<file path="src/rtl/zstd_pkg.sv">
package zstd_pkg;

    // fixed field widths of the item ports
    localparam int IN_W = 16;
    localparam int Z_W  = 16;

    // defaults for the top level parameters
    localparam int DEPTH_DEF        = 64;
    localparam int SAMPLE_WIDTH_DEF = 16;
    localparam int FRAC_BITS_DEF    = 10;

    // saturation limits of the result
    localparam logic [Z_W-1:0] Z_POS_MAX = 16'h7FFF;
    localparam logic [Z_W-1:0] Z_NEG_MIN = 16'h8000;

    // commands from the controller to the datapath
    typedef struct packed {
        logic load;       // store accepted sample, update sums
        logic mul;        // form n*sumsq and sum*sum
        logic var_load;   // variance into root unit, start root
        logic root_step;  // one root iteration
        logic rd;         // read stored sample at index
        logic num;        // numerator n*x - sum
        logic div_init;   // load divider
        logic div_step;   // one divider iteration
        logic out_load;   // result into output register
        logic idx_inc;    // next stored sample
        logic clr;        // start a fresh set
    } cmd_t;

    // status from the datapath to the controller
    typedef struct packed {
        logic last_slot;  // store holds DEPTH-1 samples
        logic idx_last;   // index points at final stored sample
        logic out_free;   // output register can take a result
    } status_t;

endpackage

</file>
<file path="src/rtl/zstd_ctrl.sv">
module zstd_ctrl
    import zstd_pkg::*;
#(
    parameter int ROOT_STEPS = 32,
    parameter int DIV_STEPS  = 33
) (
    input  logic    aclk,
    input  logic    aresetn,
    input  logic    s_tvalid,
    input  logic    s_tlast,
    output logic    s_tready,
    input  status_t st,
    output cmd_t    cmd
);

    localparam int MAX_STEPS = (ROOT_STEPS > DIV_STEPS) ? ROOT_STEPS : DIV_STEPS;
    localparam int STEP_W    = $clog2(MAX_STEPS + 1);

    typedef enum logic [8:0] {
        ST_LOAD  = 9'b000000001,
        ST_MUL   = 9'b000000010,
        ST_VAR   = 9'b000000100,
        ST_ROOT  = 9'b000001000,
        ST_RD    = 9'b000010000,
        ST_NUM   = 9'b000100000,
        ST_DINIT = 9'b001000000,
        ST_DIV   = 9'b010000000,
        ST_OUT   = 9'b100000000
    } state_t;

    state_t              state_reg, state_next;
    logic [STEP_W-1:0]   step_reg, step_next;
    logic                accept;

    assign s_tready = (state_reg == ST_LOAD);
    assign accept   = s_tready && s_tvalid;

    // sequencer
    always_comb begin
        state_next = state_reg;
        step_next  = step_reg;
        cmd        = '0;
        case (state_reg)
            ST_LOAD: begin
                if (accept) begin
                    cmd.load = 1'b1;
                    if (s_tlast || st.last_slot) begin
                        state_next = ST_MUL;
                    end
                end
            end
            ST_MUL: begin
                cmd.mul    = 1'b1;
                state_next = ST_VAR;
            end
            ST_VAR: begin
                cmd.var_load = 1'b1;
                step_next    = STEP_W'(ROOT_STEPS - 1);
                state_next   = ST_ROOT;
            end
            ST_ROOT: begin
                cmd.root_step = 1'b1;
                step_next     = step_reg - 1'b1;
                if (step_reg == '0) begin
                    state_next = ST_RD;
                end
            end
            ST_RD: begin
                cmd.rd     = 1'b1;
                state_next = ST_NUM;
            end
            ST_NUM: begin
                cmd.num    = 1'b1;
                state_next = ST_DINIT;
            end
            ST_DINIT: begin
                cmd.div_init = 1'b1;
                step_next    = STEP_W'(DIV_STEPS - 1);
                state_next   = ST_DIV;
            end
            ST_DIV: begin
                cmd.div_step = 1'b1;
                step_next    = step_reg - 1'b1;
                if (step_reg == '0) begin
                    state_next = ST_OUT;
                end
            end
            ST_OUT: begin
                if (st.out_free) begin
                    cmd.out_load = 1'b1;
                    if (st.idx_last) begin
                        cmd.clr    = 1'b1;
                        state_next = ST_LOAD;
                    end else begin
                        cmd.idx_inc = 1'b1;
                        state_next  = ST_RD;
                    end
                end
            end
            default: begin
                state_next = ST_LOAD;
            end
        endcase
    end

    always_ff @(posedge aclk) begin
        if (!aresetn) begin
            state_reg <= ST_LOAD;
            step_reg  <= '0;
        end else begin
            state_reg <= state_next;
            step_reg  <= step_next;
        end
    end

endmodule

</file>
<file path="config.mk">
export PLATFORM = sky130hd
export DESIGN_NAME = zstd_ctrl
export DESIGN_NICKNAME = d
export VERILOG_FILES = /design/src/rtl/zstd_pkg.sv /design/src/rtl/zstd_ctrl.sv
export SDC_FILE = /design/constraint.sdc
export NUM_CORES = 1
export LEC_CHECK = 0
export BUFFER_PORTS_ARGS = -buffer_cell sky130_fd_sc_hd__buf_2
export CORE_UTILIZATION = 38
export DETAILED_ROUTE_END_ITERATION = 7
export PLACE_DENSITY_LB_ADDON = 0.12
export REMOVE_ABC_BUFFERS = 1
export SLEW_MARGIN = 5
export SYNTH_ARGS = -nofsm -noshare
export SYNTH_HDL_FRONTEND = slang
export SYNTH_SLANG_ARGS = --single-unit
</file>
<file path="constraint.sdc">
create_clock -name aclk -period 1.61 [get_ports aclk]
set_input_delay 0.322 -clock aclk [delete_from_list [all_inputs] [get_ports aclk]]
set_output_delay 0.322 -clock aclk [all_outputs]
set_load 0.02 [all_outputs]
</file>
==> metrics.cfg <==
[status]
status = complete, but fails checks
violations = setup timing

[critical_path]
critPathMostFrequentCell = buf_6
crit_chain = nor3_4, nand2_2, buf_6, nor4b_4, and2_1, buf_6
crit_path_max_fanout = 3
cp-end-kind = output port
critPathRequiredTime_ns = 1.29
critPathLaunch = state_reg[5]
cpMaxStageDelayCell = dfxtp_2
cp.arrival_ns = 1.68
cp-start-kind = register
slowest_delay_ns = 0.35
cp_top_family = simple AND/OR/NAND/NOR gates
crit_buf_inv = 2
rr_startpoint = state_reg[5]
path_class = reg2out

[global_routing]
grt_overflow_total = 0
grt_pass1_wl_um = 4460
grt_antenna_before_repair = 0
grt_usage_pct = 23.0
grt_max_degree = 9
grt_pass1_vias = 993

[drt]
ant_nets = 0
drc_errors = 0
via_count = 1080
drt-initial-drc-count = 25
drt-vias-per-instance = 5.35
firstDrtPassIters = 4
drt_wl_total_um = 3080
detail_route.wl_per_cell_um = 15.3

[cells_and_area]
area_growth_pct = 75.2
drive_above_1_share_pct = 56.9
final_cells = 202
nFillCells = 169
antennaDiodeCount = 0
nets = 184
layout_common_cells = buf_4, buf_6, a21oi_1
largest_reg_flops = 9
final_common_cell = buf_4

[die]
rows = 17
die_w_um = 52.2
pin_count = 19
initial_core_util_pct = 41.7
die_area_um2 = 2720
die_h_um = 52.2
core_area_um2 = 2300

[clocking]
clockBufferDepth = 2
clock_sinks = 15
cts_made_buffers = 3
htree_levels = 1
clk-insertion-delay-late_ns = 0.29
clock-root-buffer = clkbuf_4
path_clk_slew_ns = 0.09
cts_tree = done

[synthesis]
synthCells = 112
syn-cell-area_um2 = 957
ys_ff_latch = 15
avgSynthCellArea_um2 = 8.55
synth_area_leader_cell = dfxtp_1
synth_cell_type_count = 40
yosysWarningCount = 0
synth_area_leaders = dfxtp_1, a21oi_1, o21ai_0
ys_seq_area_share_pct = 31.4
yosysTopAreaCellShare_pct = 31.4

[power_and_ir_drop]
ir_worst_vdd_mv = 0.519
power.total_mw = 1.10
leakage_nw = 0.725
intPower_mw = 0.713
p_switching_mw = 0.390
power_density_nw_per_um2 = 658
p_comb_share_pct = 43.1
power.share.sequential_pct = 36.6
clockPowerShare_pct = 20.3
switching_share_pct = 35.3

[timing]
hold_violations = 0
setup_tns_ns = -5.81
fin_ws_ns = -0.390
rsz0062_at_grt = true
slew_headroom_pct = 73.2
fmax_ghz = 0.500
fin_skew_ns = 0.00361
setup_viol = 26
worst_pin_slew_ns = 0.398
finalMaxSlewViolations = 0
min_period_ns = 2.00
fin_crit_sh_pct = 124

[place]
dp_slack_ns = -0.172
post-place-cells = 183
place_congestion = 0.792
io_buffer_count = 18
dp_hpwl_um = 2000

[job]
maxCapViolCount = 0

[worst_hold_path]
hold_class = in2reg
hold_start = st[1]

[synth_stat cells]
master,number
and4b_1,1
dfxtp_1,15
a211o_1,2
nor4b_2,1
a2111oi_2,1
o21ai_0,8
clkbuf_2,1
a311oi_1,1
nand4_1,1
a31oi_1,1
nor4b_4,1
clkbuf_1,2
nor4b_1,4
nor2_1,10
clkinv_1,1
nor4_4,1
o21ai_1,1
o32ai_2,1
or3_1,1
nand2_1,9
ha_1,2
o211ai_1,2
nor3_2,1
a21oi_1,9
o22a_1,1
a22oi_1,2
o2111ai_1,1
and3_1,1
nor4_2,1
and2_1,5
inv_1,8
nor3_4,1
nor3b_1,1
nand2b_1,1
or2_2,1
nand3_1,2
nor3_1,3
nand4b_4,1
xor2_1,4
buf_4,2
[worst register-to-register path: stages (launching register included)]
cell and delay [ns]:
dfxtp_2 0.35, nor3_4 0.21, buf_4 0.16, buf_4 0.10, buf_4 0.13, nand4b_4 0.13
buf_6 0.15, buf_4 0.13, buf_4 0.14, o21ai_1 0.14, a21oi_1 0.08
[power groups by stage]
stage               Clock [mW]  Sequential [mW]  Combinational, mW
floorplan                    0            0.426              0.161
global placement             0            0.410              0.321
detailed placement           0            0.411              0.326
CTS                      0.229            0.404              0.416
global route             0.257            0.405              0.497
finish                   0.224            0.404              0.475
[what timing repair did]
item	4_1_cts	5_1_grt
hold buffers	0	0
pin swaps	13	15
gates resized for setup	37	26
buffers inserted	9	10
setup endpoints to repair	18	26
[kinds of logic (layout without fill, tap and decap cells)]
kind of cell	Yosys count	in the layout	synth area share, %
xor+xnor	4	4	3.66
fa+ha+maj	2	2	2.61
flops	15	15	31.4
compound gates	30	30	21.0
simple gates	47	47	34.9
buf+inv	14	76	6.40
[routing by layer]
metal / wire length [um] / global-route usage [%]
met1: 1250 / 22.9
met2: 1680 / 45.1
met3: 87 / 6.09
met4: 68 / 7.89
met5: 0 / 0
[per-stage QoR]
step	area [um2]	hold slack (ns)	util (%)
CTS	1530	0.346	66.4
detailed placement	1280	0.479	55.7
finish	1680	0.357	73.0
floorplan	930	0.462	-
global placement	1280	0.468	55.7
global route	1680	0.337	73.0
[final timing paths]
path / endpoint / slack [ns] / cells past startpoint
hold reg to reg: step_reg[5] / 0.51 / 1
setup / recovery: cmd[10] / -0.39 / 6
hold / removal: state_reg[0] / 0.36 / 3
setup reg to reg: step_reg[3] / -0.21 / 10
[layout make-up]
cell class                 instances  area (um2)  area share, %
sequential                        15         312           18.6
multi-input combinational         83         771           46.0
inverter                           9        33.8           2.01
clock buffer                       4        26.3           1.57
timing repair buffer              63         499           29.8
tap                               28        35.0           2.09
(Power assumes the default switching activity.)
