--- config.mk ---
export PLATFORM = sky130hd
export DESIGN_NAME = zstd_dp
export DESIGN_NICKNAME = d
export VERILOG_FILES = /design/src/rtl/zstd_pkg.sv /design/src/rtl/zstd_dp.sv
export SDC_FILE = /design/constraint.sdc
export NUM_CORES = 2
export LEC_CHECK = 0
export BUFFER_PORTS_ARGS = -buffer_cell sky130_fd_sc_hd__buf_4
export CORE_ASPECT_RATIO = 2
export CORE_MARGIN = 2
export CORE_UTILIZATION = 47
export DETAILED_ROUTE_END_ITERATION = 8
export PLACE_DENSITY_LB_ADDON = 0.3
export SKIP_CTS_REPAIR_TIMING = 1
export SLEW_MARGIN = 20
export SYNTH_ARGS = -nofsm -noshare
export SYNTH_HDL_FRONTEND = slang
export SYNTH_SLANG_ARGS = --single-unit
--- constraint.sdc ---
create_clock -name aclk -period 11.2 [get_ports aclk]
set_clock_uncertainty 0.2 [all_clocks]
set_input_delay 1.12 -clock aclk [delete_from_list [all_inputs] [get_ports aclk]]
set_output_delay 1.12 -clock aclk [all_outputs]
set_load 0.1 [all_outputs]
--- src/rtl/zstd_pkg.sv ---
package zstd_pkg;

    // fixed field widths of the item ports
    localparam int IN_W = 16;
    localparam int Z_W  = 16;

    // defaults for the top level parameters
    localparam int DEPTH_DEF        = 64;
    localparam int SAMPLE_WIDTH_DEF = 16;
    localparam int FRAC_BITS_DEF    = 10;

    // saturation limits of the result
    localparam logic [Z_W-1:0] Z_POS_MAX = 16'h7FFF;
    localparam logic [Z_W-1:0] Z_NEG_MIN = 16'h8000;

    // commands from the controller to the datapath
    typedef struct packed {
        logic load;       // store accepted sample, update sums
        logic mul;        // form n*sumsq and sum*sum
        logic var_load;   // variance into root unit, start root
        logic root_step;  // one root iteration
        logic rd;         // read stored sample at index
        logic num;        // numerator n*x - sum
        logic div_init;   // load divider
        logic div_step;   // one divider iteration
        logic out_load;   // result into output register
        logic idx_inc;    // next stored sample
        logic clr;        // start a fresh set
    } cmd_t;

    // status from the datapath to the controller
    typedef struct packed {
        logic last_slot;  // store holds DEPTH-1 samples
        logic idx_last;   // index points at final stored sample
        logic out_free;   // output register can take a result
    } status_t;

endpackage

--- src/rtl/zstd_dp.sv ---
module zstd_dp
    import zstd_pkg::*;
#(
    parameter int DEPTH        = DEPTH_DEF,
    parameter int SAMPLE_WIDTH = SAMPLE_WIDTH_DEF,
    parameter int FRAC_BITS    = FRAC_BITS_DEF
) (
    input  logic            aclk,
    input  logic            aresetn,
    input  logic [IN_W-1:0] s_sample,
    input  logic            m_tready,
    output logic            m_tvalid,
    output logic [Z_W-1:0]  m_z_value,
    output logic            m_last_result,
    output logic            m_zero_spread,
    output logic            m_clipped,
    input  cmd_t            cmd,
    output status_t         st
);

    localparam int SW     = SAMPLE_WIDTH;
    localparam int IDX_W  = $clog2(DEPTH);
    localparam int CNT_W  = $clog2(DEPTH + 1);
    localparam int SUM_W  = SW + CNT_W;
    localparam int SQ_W   = 2 * SW + CNT_W;
    localparam int VAR_W  = 2 * SW + 2 * CNT_W;
    localparam int DEN_W  = SW + CNT_W;
    localparam int NUM_W  = SW + CNT_W + 1;
    localparam int MAG_W  = SW + CNT_W;
    localparam int DIVD_W = MAG_W + FRAC_BITS;

    logic signed [SW-1:0]     x_in;
    logic signed [2*SW-1:0]   sq;
    logic [SW-1:0]            store [DEPTH];
    logic signed [SW-1:0]     rd_reg;
    logic [CNT_W-1:0]         count_reg;
    logic [IDX_W-1:0]         idx_reg;
    logic signed [SUM_W-1:0]  sum_reg;
    logic [SQ_W-1:0]          sumsq_reg;
    logic [VAR_W-1:0]         pa_reg;
    logic signed [VAR_W-1:0]  pb_reg;
    logic [VAR_W-1:0]         pa_next;
    logic signed [VAR_W-1:0]  pb_next;
    logic [VAR_W-1:0]         v_reg, r_reg, bit_reg, root_t;
    logic signed [NUM_W-1:0]  nx, num_reg;
    logic [NUM_W-1:0]         num_abs;
    logic                     neg_reg;
    logic [DEN_W-1:0]         den;
    logic [DEN_W:0]           rem_sh;
    logic [DEN_W:0]           rem_reg;
    logic [DIVD_W-1:0]        quo_reg;
    logic                     q_ge;
    logic [Z_W-1:0]           qz;
    logic [Z_W-1:0]           z_calc;
    logic                     clip_calc;
    logic                     den_zero;
    logic                     m_valid_reg;
    logic [Z_W-1:0]           m_z_reg;
    logic                     m_last_reg, m_zs_reg, m_clip_reg;

    // sample read as SAMPLE_WIDTH bit two's complement
    generate
        if (SW <= IN_W) begin : g_narrow
            assign x_in = s_sample[SW-1:0];
        end else begin : g_wide
            assign x_in = {{(SW - IN_W){1'b0}}, s_sample};
        end
    endgenerate

    assign sq = x_in * x_in;

    // sample store
    always_ff @(posedge aclk) begin
        if (cmd.load) begin
            store[count_reg[IDX_W-1:0]] <= x_in;
        end
        if (cmd.rd) begin
            rd_reg <= store[idx_reg];
        end
    end

    // count, sums and index
    always_ff @(posedge aclk) begin
        if (!aresetn) begin
            count_reg <= '0;
            idx_reg   <= '0;
            sum_reg   <= '0;
            sumsq_reg <= '0;
        end else if (cmd.clr) begin
            count_reg <= '0;
            idx_reg   <= '0;
            sum_reg   <= '0;
            sumsq_reg <= '0;
        end else begin
            if (cmd.load) begin
                count_reg <= count_reg + 1'b1;
                sum_reg   <= sum_reg + {{CNT_W{x_in[SW-1]}}, x_in};
                sumsq_reg <= sumsq_reg + {{CNT_W{1'b0}}, sq};
            end
            if (cmd.idx_inc) begin
                idx_reg <= idx_reg + 1'b1;
            end
        end
    end

    // variance products
    assign pa_next = count_reg * sumsq_reg;
    assign pb_next = sum_reg * sum_reg;

    always_ff @(posedge aclk) begin
        if (cmd.mul) begin
            pa_reg <= pa_next;
            pb_reg <= pb_next;
        end
    end

    // integer square root, two variance bits per step
    assign root_t = r_reg + bit_reg;

    always_ff @(posedge aclk) begin
        if (cmd.var_load) begin
            v_reg   <= pa_reg - $unsigned(pb_reg);
            r_reg   <= '0;
            bit_reg <= {2'b01, {(VAR_W - 2){1'b0}}};
        end else if (cmd.root_step) begin
            if (v_reg >= root_t) begin
                v_reg <= v_reg - root_t;
                r_reg <= (r_reg >> 1) + bit_reg;
            end else begin
                r_reg <= r_reg >> 1;
            end
            bit_reg <= bit_reg >> 2;
        end
    end

    assign den      = r_reg[DEN_W-1:0];
    assign den_zero = (den == '0);

    // numerator n*x - sum
    assign nx = $signed({1'b0, count_reg}) * rd_reg;

    always_ff @(posedge aclk) begin
        if (cmd.num) begin
            num_reg <= nx - {sum_reg[SUM_W-1], sum_reg};
        end
    end

    assign num_abs = num_reg[NUM_W-1] ? NUM_W'(-num_reg) : NUM_W'(num_reg);

    // restoring divider, one quotient bit per step
    assign rem_sh = {rem_reg[DEN_W-1:0], quo_reg[DIVD_W-1]};
    assign q_ge   = (rem_sh >= {1'b0, den});

    always_ff @(posedge aclk) begin
        if (cmd.div_init) begin
            neg_reg <= num_reg[NUM_W-1];
            rem_reg <= '0;
            quo_reg <= DIVD_W'(num_abs[MAG_W-1:0]) << FRAC_BITS;
        end else if (cmd.div_step) begin
            rem_reg <= q_ge ? (rem_sh - {1'b0, den}) : rem_sh;
            quo_reg <= {quo_reg[DIVD_W-2:0], q_ge};
        end
    end

    // sign and saturation
    assign qz = Z_W'(quo_reg);

    always_comb begin
        z_calc    = '0;
        clip_calc = 1'b0;
        if (!den_zero) begin
            if (neg_reg) begin
                if (quo_reg > 32'd32768) begin
                    z_calc    = Z_NEG_MIN;
                    clip_calc = 1'b1;
                end else begin
                    z_calc = Z_W'(0) - qz;
                end
            end else begin
                if (quo_reg > 32'd32767) begin
                    z_calc    = Z_POS_MAX;
                    clip_calc = 1'b1;
                end else begin
                    z_calc = qz;
                end
            end
        end
    end

    // output register
    always_ff @(posedge aclk) begin
        if (!aresetn) begin
            m_valid_reg <= 1'b0;
        end else if (cmd.out_load) begin
            m_valid_reg <= 1'b1;
        end else if (m_tready) begin
            m_valid_reg <= 1'b0;
        end
    end

    always_ff @(posedge aclk) begin
        if (cmd.out_load) begin
            m_z_reg    <= z_calc;
            m_last_reg <= st.idx_last;
            m_zs_reg   <= den_zero;
            m_clip_reg <= clip_calc;
        end
    end

    assign m_tvalid      = m_valid_reg;
    assign m_z_value     = m_z_reg;
    assign m_last_result = m_last_reg;
    assign m_zero_spread = m_zs_reg;
    assign m_clipped     = m_clip_reg;

    // status
    assign st.last_slot = (count_reg == CNT_W'(DEPTH - 1));
    assign st.idx_last  = (({1'b0, idx_reg} + 1'b1) == (IDX_W + 1)'(count_reg));
    assign st.out_free  = !m_valid_reg || m_tready;

endmodule

==> summary.txt <==
Placement
  • Cell Area, Placed: 0.109 mm^2
  • Port Buffers: 52
  • Dpl hpwl: 216 mm
  • Worst slack, placed: 0.972 ns
  • GPL Wtd Cong: 0.974

STA
  • RSZ-0062 raised after global routing: false
  • Slew Viols, Final: 0
  • Worst slew pin tran: 1.19 ns
  • Final setup violation count: 0
  • Max-slew headroom: 20.8%
  • Post-layout min period: 9.51 ns
  • Setup TNS: 0 ns
  • Setup slack after layout: 1.69 ns
  • Final Hold Viols: 0
  • Crit share post-route: 84.9%
  • FMAX: 0.105 GHz

Synthesis
  • Net count after synthesis: 10,400
  • Post-synth top area cell: edfxtp_1
  • Cells after Synth: 8,804
  • Post-synth cell types: 91
  • Synth Flop Type: edfxtp_1
  • Area of the mapped netlist: 0.105 mm^2
  • Synth Register Bits: 1,422
  • Yosys warning total: 0
  • Ys async rst share: 0%
  • Top-area cell type share of the netlist area: 35.7%
  • Syn Area/Cell: 11.9 um^2
  • Post-synth EDFFs: 1,244
  • Top area cells in the synthesized netlist: edfxtp_1 36%, fa_1 20%, mux4_2 7.2%, ha_1 6.6%, inv_1 4.8%
  • Post-synthesis sequential area ratio: 39.1%

Critical path
  • Critical-path maximum fanout: 20
  • Slowest CP cell: fa_1
  • Required time worst endpoint: 11.63 ns
  • Crit path kind: input pin to register
  • Worst path most repeated cell: fa_1
  • Startpoint class of the critical path: input pin
  • Worst EP arrival: 9.94 ns
  • Largest stage delay on the critical path: 0.63 ns
  • Setup crit end kind: register

Layout
  • Core Util, Final: 51.2%
  • Leading cell type in the layout, fill and taps excluded: inv_1
  • Finished Cell Area: 0.113 mm^2
  • Nets: 10,400
  • Commonest non-fill, non-tap cells in the layout: 1,323 x inv_1, 1,244 x edfxtp_1, 1,051 x fa_1
  • FF/Latch Area: 0.0409 mm^2
  • Share of cells above drive strength 1: 9.29%
  • Area of the multi-input gates: 0.0573 mm^2
  • Max reg flops: 1,024
  • Area grow syn2layout: 8.33%
  • Fillers: 19,200

Job
  • Maxcap violations: 0

Global routing
  • Grt total ovfl: 0
  • Vias in the first global route: 74,100
  • Initial antenna violation count: 18
  • GRT Util Overall: 25.8%
  • First-pass GRT wire length: 437 mm
  • Pin count of the biggest net entering global routing: 143

Drt
  • Via-to-Cell Ratio: 5.74
  • Number of remaining DRC errors: 0
  • DRT antenna net count: 0
  • Detailed Route Iter0 Violations: 4,852
  • WL met3: 13.2 mm
  • Max Used Layer: met4
  • Met2 Wirelength: 156 mm
  • Final wirelength: 288 mm
  • Wl on met1: 91.6 mm
  • Vias: 68,200
  • Average routed wire per standard cell: 24.3 um
  • DRT Pass-1 Iters: 7

Die
  • Row count: 244
  • Boundary Pins: 53
  • CORE AREA: 0.221 mm^2
  • DIE HEIGHT: 671 um
  • Initial Util: 47.3%
  • Die W: 337 um
  • Die area: 0.226 mm^2

CTS
  • CTS tree: yes
  • Clock H-tree levels: 4
  • Num CTS Buffers: 141
  • Clk Latency, worst-skew pair: 0.81 ns
  • Num Clock Sinks: 1,422
  • Worst-path clk slew: 0.07 ns
  • Clk buf depth: 4
  • Root buf cell: clkbuf_16

Power
  • Max IR drop VDD: 0.000530 V
  • Leak: 45.0 nW
  • Power Dens Cells: 211 mW/mm^2

Outcome
  • Outcome: completed

Min path
  • Worst min-delay path category: register to register
-- critical path: cells and delay by family --
family / cells / cell delay (ns)
AO/OA/AOI/OAI: 11 / 2.71
adder cells (fa/ha/maj): 8 / 3.81
buffers and inverters: 6 / 0.96
AND/OR/NAND/NOR: 5 / 1.12
XOR/XNOR: 1 / 0.16
-- metrics by stage --
stage / hold WS (ns) / total power (W) / cells
after floorplan: 0.251 / 0.0161 / 8804
after global placement: 0.276 / 0.0188 / 11600
after detailed placement: 0.289 / 0.0190 / 11600
after CTS: 0.301 / 0.0239 / 11800
after global routing: 0.316 / 0.0256 / 11900
final: 0.289 / 0.0239 / 11900
-- cell type report --
| type | instances | share of cell area, % |
|---|---|---|
| timing repair buffer | 209 | 1.47 |
| tap | 2952 | 3.26 |
| antenna | 43 | 0.0950 |
| clock buffer | 169 | 3.29 |
| clock inverter | 73 | 0.706 |
| inverter | 1329 | 4.41 |
| multi-input combinational | 5683 | 50.6 |
| sequential | 1422 | 36.2 |
-- worst paths after layout --
path	from	end	slack (ns)	depth (start not counted)
hold / removal	rem_reg[4]$_SDFFE_PP0P_	rem_reg[5]$_SDFFE_PP0P_	0.29	2
setup / recovery	s_sample[15]	sumsq_reg[34]$_SDFFE_PP0P_	1.69	31
hold reg to reg	rem_reg[4]$_SDFFE_PP0P_	rem_reg[5]$_SDFFE_PP0P_	0.29	2
setup reg to reg	sum_reg[4]$_SDFFE_PP0P_	pb_reg[45]$_DFFE_PP_	1.96	23
-- per-layer routing --
| layer | track usage, % | vias up |
|---|---|---|
| li1 | - | 30200 |
| met1 | 25.0 | 35000 |
| met2 | 48.5 | 2207 |
| met3 | 3.14 | 857 |
| met4 | 20.3 | 0 |
| met5 | 0 | - |
-- cells by family after synthesis --
logic type	after synthesis	share of synthesized area, %
DFF	1422	39.1
xor gates and xnor gates	399	3.34
adders and majority gates	1599	26.7
muxes	427	8.12
and+or+nand+nor	2037	8.93
AOI/OAI and AO/OA	1221	7.65
buffers and inverters	1699	6.13
-- synthesized netlist by cell type (14+ instances only) --
library cell / number
a211o_1: 14
a211oi_1: 50
a21o_1: 155
a21oi_1: 312
a22o_1: 21
a311oi_1: 32
a31o_2: 22
a31oi_1: 84
and2_1: 197
and3_1: 52
buf_1: 72
clkbuf_1: 287
dfxtp_1: 178
edfxtp_1: 1244
fa_1: 1051
ha_1: 548
inv_1: 1323
mux2i_1: 86
mux4_2: 336
nand2_1: 765
nand2b_1: 50
nand3_1: 87
nand4_1: 56
nor2_1: 569
nor2b_1: 45
nor3_1: 72
nor4_1: 15
o211ai_1: 39
o21a_1: 33
o21ai_0: 183
o21ai_1: 38
o21bai_1: 59
o22ai_1: 21
o31ai_1: 35
or3_1: 56
xnor2_1: 274
xor2_1: 125
-- power by group --
group	internal, W	leakage, nW	total (W)	switching (W)
sequential	0.00611	12.9	0.00640	0.000294
clock	0.00273	2.22	0.00484	0.00210
combinational	0.00522	29.9	0.0127	0.00745
total	0.0141	45.0	0.0239	0.00985
No activity file was read; power rests on OpenSTA's default activity.
